[config.mk]
export PLATFORM = sky130hd
export DESIGN_NAME = progress_stall_watchdog_flat
export DESIGN_NICKNAME = d
export VERILOG_FILES = /design/src/sv/pswd_pkg.sv /design/src/sv/pswd_if.sv /design/src/sv/progress_stall_watchdog.sv /design/src/sv/pswd_cfg.sv /design/src/sv/pswd_stall.sv /design/src/sv/pswd_flags.sv /design/src/flat_wrapper.sv
export SDC_FILE = /design/constraint.sdc
export NUM_CORES = 2
export LEC_CHECK = 0
export ABC_CLOCK_PERIOD_IN_PS = 7400
export BUFFER_PORTS_ARGS = -buffer_cell sky130_fd_sc_hd__buf_2
export CORE_ASPECT_RATIO = 1.1
export CORE_MARGIN = 10
export CORE_UTILIZATION = 50
export CTS_BUF_LIST = sky130_fd_sc_hd__clkbuf_16
export DETAILED_ROUTE_END_ITERATION = 10
export GPL_TIMING_DRIVEN = 0
export PLACE_DENSITY = 0.71
export SYNTH_ARGS = -nofsm -noshare
export SYNTH_HDL_FRONTEND = slang
export SYNTH_SLANG_ARGS = --single-unit
[constraint.sdc]
create_clock -name clk -period 7.4 [get_ports clk]
set_clock_uncertainty 0.2 [all_clocks]
set_input_delay 0.37 -clock clk [delete_from_list [all_inputs] [get_ports clk]]
set_output_delay 0.37 -clock clk [all_outputs]
set_load 0.02 [all_outputs]
[src/sv/pswd_pkg.sv]
// shared types and constants for the progress stall watchdog
package pswd_pkg;

  localparam int TICK_BITS    = 64;
  localparam int PENDING_BITS = 32;
  localparam int MEMORY_BITS  = 40;
  localparam int THRESH_BITS  = 16;
  localparam int PERCENT_BITS = 7;
  localparam int CFG_INDEX_BITS = 3;
  localparam int CFG_DATA_BITS  = 40;
  localparam int PRODUCT_BITS   = MEMORY_BITS + PERCENT_BITS;

  localparam logic [PERCENT_BITS-1:0] PERCENT_SCALE = 7'd100;

  // register indexes of the configuration port
  typedef enum logic [CFG_INDEX_BITS-1:0] {
    REG_WARN_SAMPLES      = 3'd0,
    REG_CRITICAL_SAMPLES  = 3'd1,
    REG_DRAIN_MIN_PENDING = 3'd2,
    REG_MEMORY_PERCENT    = 3'd3,
    REG_MEMORY_RISE       = 3'd4
  } cfg_reg_t;

  localparam logic [THRESH_BITS-1:0]  WARN_RESET     = 16'd5;
  localparam logic [THRESH_BITS-1:0]  CRITICAL_RESET = 16'd15;
  localparam logic [PENDING_BITS-1:0] DRAIN_RESET    = 32'd4;
  localparam logic [PERCENT_BITS-1:0] PERCENT_RESET  = 7'd90;
  localparam logic [MEMORY_BITS-1:0]  RISE_RESET     = 40'd16777216;

  typedef struct packed {
    logic [THRESH_BITS-1:0]  warn_samples;
    logic [THRESH_BITS-1:0]  critical_samples;
    logic [PENDING_BITS-1:0] drain_min_pending;
    logic [PERCENT_BITS-1:0] memory_percent_limit;
    logic [MEMORY_BITS-1:0]  memory_rise_bytes;
  } cfg_t;

  typedef struct packed {
    logic [TICK_BITS-1:0]    tick_value;
    logic [TICK_BITS-1:0]    kick_value;
    logic [PENDING_BITS-1:0] queued_submits;
    logic [MEMORY_BITS-1:0]  memory_used;
    logic [MEMORY_BITS-1:0]  memory_budget;
  } sample_t;

  typedef struct packed {
    logic                   progress_seen;
    logic                   tick_same;
    logic [THRESH_BITS-1:0] stalled_samples;
    logic                   warn_pulse;
    logic                   critical_pulse;
  } stall_status_t;

  typedef struct packed {
    logic drain_stall;
    logic memory_climbing;
  } flag_status_t;

endpackage

[src/sv/pswd_if.sv]
// sample and result channel interfaces
interface pswd_sample_if;
  logic        valid;
  logic        ready;
  logic [63:0] tick_value;
  logic [63:0] kick_value;
  logic [31:0] queued_submits;
  logic [39:0] memory_used;
  logic [39:0] memory_budget;

  modport source (output valid, output tick_value, output kick_value,
                  output queued_submits, output memory_used, output memory_budget,
                  input ready);
  modport sink (input valid, input tick_value, input kick_value,
                input queued_submits, input memory_used, input memory_budget,
                output ready);
endinterface

interface pswd_result_if;
  logic        valid;
  logic        ready;
  logic        progress_seen;
  logic [15:0] stalled_samples;
  logic        warn_pulse;
  logic        critical_pulse;
  logic        drain_stall;
  logic        memory_climbing;

  modport source (output valid, output progress_seen, output stalled_samples,
                  output warn_pulse, output critical_pulse, output drain_stall,
                  output memory_climbing, input ready);
  modport sink (input valid, input progress_seen, input stalled_samples,
                input warn_pulse, input critical_pulse, input drain_stall,
                input memory_climbing, output ready);
endinterface

[src/sv/progress_stall_watchdog.sv]
// progress stall watchdog: per-sample stall counting and health flags
// path: an accepted sample is registered in the input register, then its result in the result register
// throughput: one sample per cycle, the result register holds while the sink stalls
//   and one more sample waits in the input register
// reset: synchronous, clears both pipeline stages, the history and the stall count,
//   and loads the configuration registers with their defaults
module progress_stall_watchdog #(
  parameter int STALL_COUNT_BITS = 16
) (
  input  logic                                clk,
  input  logic                                rst,
  pswd_sample_if.sink                         sample,
  pswd_result_if.source                       result,
  input  logic                                cfg_write,
  input  logic [pswd_pkg::CFG_INDEX_BITS-1:0] cfg_index,
  input  logic [pswd_pkg::CFG_DATA_BITS-1:0]  cfg_data
);

  pswd_pkg::cfg_t          cfg;
  pswd_pkg::sample_t       in_q;
  logic                    in_valid;
  pswd_pkg::stall_status_t stall;
  pswd_pkg::flag_status_t  flags;
  logic                    res_valid;
  logic                    advance;

  // configuration, to be written only while no transaction is in flight; the block itself does not enforce this
  pswd_cfg u_cfg (
    .clk       (clk),
    .rst       (rst),
    .cfg_write (cfg_write),
    .cfg_index (cfg_index),
    .cfg_data  (cfg_data),
    .cfg       (cfg)
  );

  // the sample in the input register moves to the result register whenever
  // that register is empty or being drained this cycle
  assign advance      = in_valid && (!res_valid || result.ready);
  assign sample.ready = !in_valid || advance;

  // input register
  always_ff @(posedge clk) begin
    if (rst) begin
      in_valid <= 1'b0;
    end else if (sample.ready) begin
      in_valid <= sample.valid;
    end
  end

  always_ff @(posedge clk) begin
    if (sample.valid && sample.ready) begin
      in_q.tick_value     <= sample.tick_value;
      in_q.kick_value     <= sample.kick_value;
      in_q.queued_submits <= sample.queued_submits;
      in_q.memory_used    <= sample.memory_used;
      in_q.memory_budget  <= sample.memory_budget;
    end
  end

  // history and stall counter, updated as each sample moves on
  pswd_stall #(
    .STALL_COUNT_BITS (STALL_COUNT_BITS)
  ) u_stall (
    .clk              (clk),
    .rst              (rst),
    .step             (advance),
    .tick_value       (in_q.tick_value),
    .kick_value       (in_q.kick_value),
    .warn_samples     (cfg.warn_samples),
    .critical_samples (cfg.critical_samples),
    .status           (stall)
  );

  // drain and memory checks, sharing the tick comparison
  pswd_flags u_flags (
    .clk            (clk),
    .rst            (rst),
    .step           (advance),
    .tick_same      (stall.tick_same),
    .queued_submits (in_q.queued_submits),
    .memory_used    (in_q.memory_used),
    .memory_budget  (in_q.memory_budget),
    .cfg            (cfg),
    .flags          (flags)
  );

  // result register
  always_ff @(posedge clk) begin
    if (rst) begin
      res_valid <= 1'b0;
    end else if (advance) begin
      res_valid <= 1'b1;
    end else if (result.ready) begin
      res_valid <= 1'b0;
    end
  end

  always_ff @(posedge clk) begin
    if (advance) begin
      result.progress_seen   <= stall.progress_seen;
      result.stalled_samples <= stall.stalled_samples;
      result.warn_pulse      <= stall.warn_pulse;
      result.critical_pulse  <= stall.critical_pulse;
      result.drain_stall     <= flags.drain_stall;
      result.memory_climbing <= flags.memory_climbing;
    end
  end

  assign result.valid = res_valid;

endmodule

[src/sv/pswd_cfg.sv]
// configuration register file
module pswd_cfg (
  input  logic                                 clk,
  input  logic                                 rst,
  input  logic                                 cfg_write,
  input  logic [pswd_pkg::CFG_INDEX_BITS-1:0]  cfg_index,
  input  logic [pswd_pkg::CFG_DATA_BITS-1:0]   cfg_data,
  output pswd_pkg::cfg_t                       cfg
);

  always_ff @(posedge clk) begin
    if (rst) begin
      cfg.warn_samples         <= pswd_pkg::WARN_RESET;
      cfg.critical_samples     <= pswd_pkg::CRITICAL_RESET;
      cfg.drain_min_pending    <= pswd_pkg::DRAIN_RESET;
      cfg.memory_percent_limit <= pswd_pkg::PERCENT_RESET;
      cfg.memory_rise_bytes    <= pswd_pkg::RISE_RESET;
    end else if (cfg_write) begin
      case (pswd_pkg::cfg_reg_t'(cfg_index))
        pswd_pkg::REG_WARN_SAMPLES:
          cfg.warn_samples <= cfg_data[pswd_pkg::THRESH_BITS-1:0];
        pswd_pkg::REG_CRITICAL_SAMPLES:
          cfg.critical_samples <= cfg_data[pswd_pkg::THRESH_BITS-1:0];
        pswd_pkg::REG_DRAIN_MIN_PENDING:
          cfg.drain_min_pending <= cfg_data[pswd_pkg::PENDING_BITS-1:0];
        pswd_pkg::REG_MEMORY_PERCENT:
          cfg.memory_percent_limit <= cfg_data[pswd_pkg::PERCENT_BITS-1:0];
        pswd_pkg::REG_MEMORY_RISE:
          cfg.memory_rise_bytes <= cfg_data[pswd_pkg::MEMORY_BITS-1:0];
        default: ;  // unused index, write dropped
      endcase
    end
  end

endmodule

[src/sv/pswd_stall.sv]
// progress detection and saturating stall counter with one-shot pulses
module pswd_stall #(
  parameter int STALL_COUNT_BITS = 16
) (
  input  logic                                clk,
  input  logic                                rst,
  input  logic                                step,
  input  logic [pswd_pkg::TICK_BITS-1:0]      tick_value,
  input  logic [pswd_pkg::TICK_BITS-1:0]      kick_value,
  input  logic [pswd_pkg::THRESH_BITS-1:0]    warn_samples,
  input  logic [pswd_pkg::THRESH_BITS-1:0]    critical_samples,
  output pswd_pkg::stall_status_t             status
);

  localparam int CMP_BITS = (STALL_COUNT_BITS > pswd_pkg::THRESH_BITS) ?
                            STALL_COUNT_BITS : pswd_pkg::THRESH_BITS;
  localparam logic [CMP_BITS-1:0] SHOW_MAX = CMP_BITS'({pswd_pkg::THRESH_BITS{1'b1}});

  logic [pswd_pkg::TICK_BITS-1:0] previous_tick;
  logic [pswd_pkg::TICK_BITS-1:0] previous_kick;
  logic [STALL_COUNT_BITS-1:0]    stall_count;
  logic                           warn_done;
  logic                           critical_done;

  logic [STALL_COUNT_BITS-1:0] stall_count_next;
  logic                        warn_done_next;
  logic                        critical_done_next;
  logic [CMP_BITS-1:0]         count_wide;
  logic                        progress;
  logic                        warn;
  logic                        crit;

  always_comb begin
    progress = (tick_value != previous_tick) || (kick_value != previous_kick);
    if (progress) begin
      stall_count_next = '0;
    end else if (stall_count != {STALL_COUNT_BITS{1'b1}}) begin
      stall_count_next = stall_count + 1'b1;
    end else begin
      stall_count_next = stall_count;
    end
    count_wide = CMP_BITS'(stall_count_next);
    warn = !progress && !warn_done && (count_wide >= CMP_BITS'(warn_samples));
    crit = !progress && !critical_done &&
           (count_wide >= CMP_BITS'(critical_samples));
    warn_done_next     = !progress && (warn_done || warn);
    critical_done_next = !progress && (critical_done || crit);

    status.progress_seen  = progress;
    status.tick_same      = (tick_value == previous_tick);
    status.warn_pulse     = warn;
    status.critical_pulse = crit;
    status.stalled_samples = (count_wide > SHOW_MAX) ?
                             {pswd_pkg::THRESH_BITS{1'b1}} :
                             count_wide[pswd_pkg::THRESH_BITS-1:0];
  end

  always_ff @(posedge clk) begin
    if (rst) begin
      previous_tick <= '0;
      previous_kick <= '0;
      stall_count   <= '0;
      warn_done     <= 1'b0;
      critical_done <= 1'b0;
    end else if (step) begin
      previous_tick <= tick_value;
      previous_kick <= kick_value;
      stall_count   <= stall_count_next;
      warn_done     <= warn_done_next;
      critical_done <= critical_done_next;
    end
  end

endmodule

[src/sv/pswd_flags.sv]
// drain stall and memory climbing flags
module pswd_flags (
  input  logic                                clk,
  input  logic                                rst,
  input  logic                                step,
  input  logic                                tick_same,
  input  logic [pswd_pkg::PENDING_BITS-1:0]   queued_submits,
  input  logic [pswd_pkg::MEMORY_BITS-1:0]    memory_used,
  input  logic [pswd_pkg::MEMORY_BITS-1:0]    memory_budget,
  input  pswd_pkg::cfg_t                      cfg,
  output pswd_pkg::flag_status_t              flags
);

  logic [pswd_pkg::PENDING_BITS-1:0] previous_pending;
  logic [pswd_pkg::MEMORY_BITS-1:0]  previous_memory;

  logic [pswd_pkg::PRODUCT_BITS-1:0] used_scaled;
  logic [pswd_pkg::PRODUCT_BITS-1:0] budget_scaled;
  logic [pswd_pkg::MEMORY_BITS:0]    memory_floor;

  always_comb begin
    used_scaled   = pswd_pkg::PRODUCT_BITS'(memory_used) *
                    pswd_pkg::PRODUCT_BITS'(pswd_pkg::PERCENT_SCALE);
    budget_scaled = pswd_pkg::PRODUCT_BITS'(memory_budget) *
                    pswd_pkg::PRODUCT_BITS'(cfg.memory_percent_limit);
    memory_floor  = {1'b0, previous_memory} + {1'b0, cfg.memory_rise_bytes};

    flags.drain_stall = tick_same && (queued_submits > previous_pending) &&
                        (queued_submits > cfg.drain_min_pending);
    flags.memory_climbing = (memory_budget != '0) && (used_scaled > budget_scaled) &&
                            ({1'b0, memory_used} > memory_floor);
  end

  always_ff @(posedge clk) begin
    if (rst) begin
      previous_pending <= '0;
      previous_memory  <= '0;
    end else if (step) begin
      previous_pending <= queued_submits;
      previous_memory  <= memory_used;
    end
  end

endmodule

[src/flat_wrapper.sv]
// flat-port wrapper written by rule: the top's interface ports become plain ports
module progress_stall_watchdog_flat 
#(
  parameter int STALL_COUNT_BITS = 16
)
  (clk, rst, cfg_write, cfg_index, cfg_data, sample_valid, sample_tick_value, sample_kick_value, sample_queued_submits, sample_memory_used, sample_memory_budget, sample_ready, result_valid, result_progress_seen, result_stalled_samples, result_warn_pulse, result_critical_pulse, result_drain_stall, result_memory_climbing, result_ready);
  pswd_sample_if sample_i ();
  pswd_result_if result_i ();
  input  logic clk;
  input  logic rst;
  input  logic cfg_write;
  input  logic [pswd_pkg::CFG_INDEX_BITS-1:0] cfg_index;
  input  logic [pswd_pkg::CFG_DATA_BITS-1:0] cfg_data;
  input wire logic [$bits(sample_i.valid)-1:0] sample_valid;
  input wire logic [$bits(sample_i.tick_value)-1:0] sample_tick_value;
  input wire logic [$bits(sample_i.kick_value)-1:0] sample_kick_value;
  input wire logic [$bits(sample_i.queued_submits)-1:0] sample_queued_submits;
  input wire logic [$bits(sample_i.memory_used)-1:0] sample_memory_used;
  input wire logic [$bits(sample_i.memory_budget)-1:0] sample_memory_budget;
  output wire logic [$bits(sample_i.ready)-1:0] sample_ready;
  output wire logic [$bits(result_i.valid)-1:0] result_valid;
  output wire logic [$bits(result_i.progress_seen)-1:0] result_progress_seen;
  output wire logic [$bits(result_i.stalled_samples)-1:0] result_stalled_samples;
  output wire logic [$bits(result_i.warn_pulse)-1:0] result_warn_pulse;
  output wire logic [$bits(result_i.critical_pulse)-1:0] result_critical_pulse;
  output wire logic [$bits(result_i.drain_stall)-1:0] result_drain_stall;
  output wire logic [$bits(result_i.memory_climbing)-1:0] result_memory_climbing;
  input wire logic [$bits(result_i.ready)-1:0] result_ready;
  assign sample_i.valid = sample_valid;
  assign sample_i.tick_value = sample_tick_value;
  assign sample_i.kick_value = sample_kick_value;
  assign sample_i.queued_submits = sample_queued_submits;
  assign sample_i.memory_used = sample_memory_used;
  assign sample_i.memory_budget = sample_memory_budget;
  assign sample_ready = sample_i.ready;
  assign result_valid = result_i.valid;
  assign result_progress_seen = result_i.progress_seen;
  assign result_stalled_samples = result_i.stalled_samples;
  assign result_warn_pulse = result_i.warn_pulse;
  assign result_critical_pulse = result_i.critical_pulse;
  assign result_drain_stall = result_i.drain_stall;
  assign result_memory_climbing = result_i.memory_climbing;
  assign result_i.ready = result_ready;
  progress_stall_watchdog #(.STALL_COUNT_BITS(STALL_COUNT_BITS)) u_core (.clk(clk), .rst(rst), .sample(sample_i), .result(result_i), .cfg_write(cfg_write), .cfg_index(cfg_index), .cfg_data(cfg_data));
endmodule
==> results.json <==
{
  "initial_core_util_pct": 50.6,
  "fmax_ghz": 0.135,
  "avgRoutedWirePerCell_um": 19.1,
  "avgSynthCellArea_um2": 9.15,
  "endpoint_kind": "flop",
  "top_level_ports": 311,
  "areaGrowthSynthToFinish_pct": 21.9,
  "cp_data_arrival_time_ns": 7.52,
  "power_density_mw_per_mm2": 267,
  "syn-instance-count": 4457,
  "clkTransAtPathRegs_ns": 0.06,
  "slew-limit-headroom_pct": 27.8,
  "fin_ws_ns": 0.00594,
  "nets": 6105,
  "drt-vias-per-instance": 5.42,
  "async_flop_share_pct": 0,
  "die-area_mm2": 0.0934,
  "worst_pin_slew_ns": 1.08,
  "synth-edff-count": 261,
  "cts_tree": "yes",
  "synth.distinct_cells": 78,
  "multiInputGateArea_mm2": 0.0242,
  "crit_type": "flop to flop",
  "grt_max_degree": 79,
  "drive_gt1_share_pct": 11.4,
  "synth_flop_cell": "dfxtp_1",
  "leakage_nw": 22.0,
  "rsz0062_at_grt": "yes",
  "num_vias": 34100,
  "totalWireLength_mm": 120,
  "startpoint_type": "flop",
  "cts.sinks": 592,
  "cts_made_buffers": 66,
  "ys_seq_area_share_pct": 35.5,
  "synthesis.area_mm2": 0.0408,
  "synth.largest_area_cell": "edfxtp_1",
  "clock_latency_ns": 0.63,
  "layout_min_cycle_time_ns": 7.39,
  "fillers": 6712,
  "hp-class": "primary input to flop",
  "hold_viol_final": 0,
  "setup_viol": 0,
  "ff2ff_setup_slack_ns": 0.006,
  "gp_congestion": 0.932,
  "peakVddDrop_mv": 0.222,
  "crit_fanout": 8,
  "regArea_mm2": 0.0145,
  "first_global_vias": 34800,
  "grt_pass1_wl_mm": 189,
  "rows": 109,
  "hpwl_mm": 89.0,
  "drc": 0,
  "clock_path_buffers": 3,
  "period_share_pct": 99.9,
  "syn-num-nets": 5382,
  "synth_area_leaders": "edfxtp_1, dfxtp_1, ha_1",
  "die-width_um": 292,
  "synth_most_common_cell": "nand2_1",
  "slew_violations": 0,
  "postRouteAntennaNets": 0,
  "required_ns": 7.53,
  "cts_root_buf": "clkbuf_16",
  "synth-seq-cells": 592,
  "synth_top_area_share_pct": 19.2,
  "firstDrtPassIters": 5,
  "htree_levels": 3,
  "drtIter0Drc": 2174,
  "grt_overflow": 0,
  "io_buffers": 309,
  "place_ws_ns": -1.43,
  "synth_common_cells": "nand2_1, inv_1, a21oi_1",
  "ys_warn_count": 0,
  "placeableCoreArea_mm2": 0.0806,
  "grt_usage_pct": 25.2,
  "drv_cap": 0,
  "power_w": 0.0133,
  "die_h_um": 320,
  "status": "completed",
  "antenna_found_initial": 17
}
## metrics by stage
stage                     hold slack (ns)  TNS, ns  area, um^2  instances  util (%)
after floorplan                     0.236        0       40800       4457         -
after global placement              0.243  -437.53       43600       5820      54.1
after detailed placement            0.248    -1.43       43700       5823      54.3
after CTS                          0.0349  -0.0669       49500       6272      61.4
after global routing                0.119   -0.219       49700       6290      61.7
final                              0.0694        0       49700       6296      61.7
## power by group
group / leakage [nW] / internal [W] / switching, W
clock network: 1.09 / 0.00181 / 0.00142
registers: 5.22 / 0.00358 / 0.000154
logic: 15.7 / 0.00272 / 0.00360
## worst paths after layout
| kind | startpoint | endpoint | depth (start not counted) |
|---|---|---|---|
| max | u_core.in_q[11]$_DFFE_PP_ | u_core.result.memory_climbing$_DFFE_PP_ | 25 |
| min | cfg_index[1] | u_core.u_cfg.cfg[94]$_SDFFE_PP0P_ | 4 |
| max reg2reg | u_core.in_q[11]$_DFFE_PP_ | u_core.result.memory_climbing$_DFFE_PP_ | 25 |
| min reg2reg | u_core.u_flags.previous_pending[25]$_SDFFE_PP0P_ | u_core.u_flags.previous_pending[25]$_SDFFE_PP0P_ | 2 |
## per-layer routing
layer	vias up	part of all wire, %	track usage (%)
li1	16500	-	-
met1	16300	40	29.3
met2	1021	50	45.1
met3	257	6.2	5.04
met4	18	4.0	10.1
met5	-	0.077	0
## kinds of logic after synthesis
family	Yosys count	share of synthesized area, %
and+or+nand+nor	1454	16.7
AOI/OAI and AO/OA	871	12.8
buffers and inverters	655	6.04
adders and majority gates	637	23.7
DFF	592	35.5
xor gates and xnor gates	245	5.26
muxes	3	0.0767
## placed cells by master (no fill, tap or decap), types with 11 or more instances in the layout
master	n
nor2b_1	29
nand3_1	33
nand4_1	69
a21o_1	118
o21ai_1	12
clkinv_2	11
and2_4	12
nand2_1	798
nor2_1	120
nor4_1	51
dfxtp_1	325
edfxtp_1	261
buf_2	310
xor2_1	176
nand2b_1	19
and3_1	22
dlygate4sd3_1	283
nor3_1	35
clkbuf_16	67
a21oi_1	461
fa_1	223
a31oi_1	20
buf_4	65
and2_1	199
clkinv_1	11
o21ai_0	81
inv_1	503
clkbuf_1	130
a21oi_2	12
o21bai_1	16
xnor2_1	69
ha_1	400
a211oi_1	20
o21a_1	31
nand3b_1	12
## repair_timing
action                                  in CTS  in global routing
hold buffers                               283                  0
pin swaps                                   49                 36
endpoints found under the setup margin       1                  1
hold endpoints to repair                   353                  0
gates resized for setup                    128                 33
buffers inserted                            49                 17
## critical path: stages, from the launching register on
cell	delay (ns)
edfxtp_1	0.52
and2_1	0.24
fa_1	0.51
fa_1	0.53
fa_1	0.56
inv_1	0.06
fa_1	0.54
inv_1	0.05
ha_2	0.31
a21oi_1	0.16
o21ai_0	0.15
a21oi_2	0.27
nand2_1	0.11
and2_1	0.18
a2111o_1	0.47
buf_4	0.16
xnor2_1	0.14
ha_1	0.32
nand4_1	0.11
or3_4	0.44
or4_4	0.51
o21ai_2	0.14
nor3_2	0.07
o31ai_4	0.11
or4_4	0.19
a31oi_4	0.05
## layout make-up
| type | count | share of cell area (%) |
|---|---|---|
| Timing Repair Buffer | 661 | 10.0 |
| Multi-Input combinational cell | 3210 | 48.7 |
| Clock inverter | 53 | 0.878 |
| Inverter | 490 | 3.70 |
| Clock buffer | 67 | 3.37 |
| Tap cell | 1054 | 2.65 |
| Antenna cell | 10 | 0.0503 |
| Sequential cell | 592 | 29.1 |
| Buffer | 159 | 1.51 |
## flip-flops by register name, indices dropped and copies added, names as in the netlist
| name | flops |
|---|---|
| u_core.u_flags.previous_pending | 32 |
| u_core.result.drain_stall | 1 |
| u_core.u_stall.critical_done | 1 |
| u_core.result.valid | 1 |
| u_core.u_stall.warn_done | 1 |
| u_core.in_q | 240 |
| u_core.result.warn_pulse | 1 |
| u_core.u_stall.previous_kick | 64 |
| u_core.result.critical_pulse | 1 |
| u_core.u_cfg.cfg | 111 |
| u_core.u_stall.previous_tick | 64 |
| u_core.u_stall.stall_count | 16 |
| u_core.result.progress_seen | 1 |
| u_core.u_flags.previous_memory | 40 |
| u_core.result.memory_climbing | 1 |
| u_core.in_valid | 1 |
| u_core.result.stalled_samples | 16 |
Power figures use the tool's default switching activity.
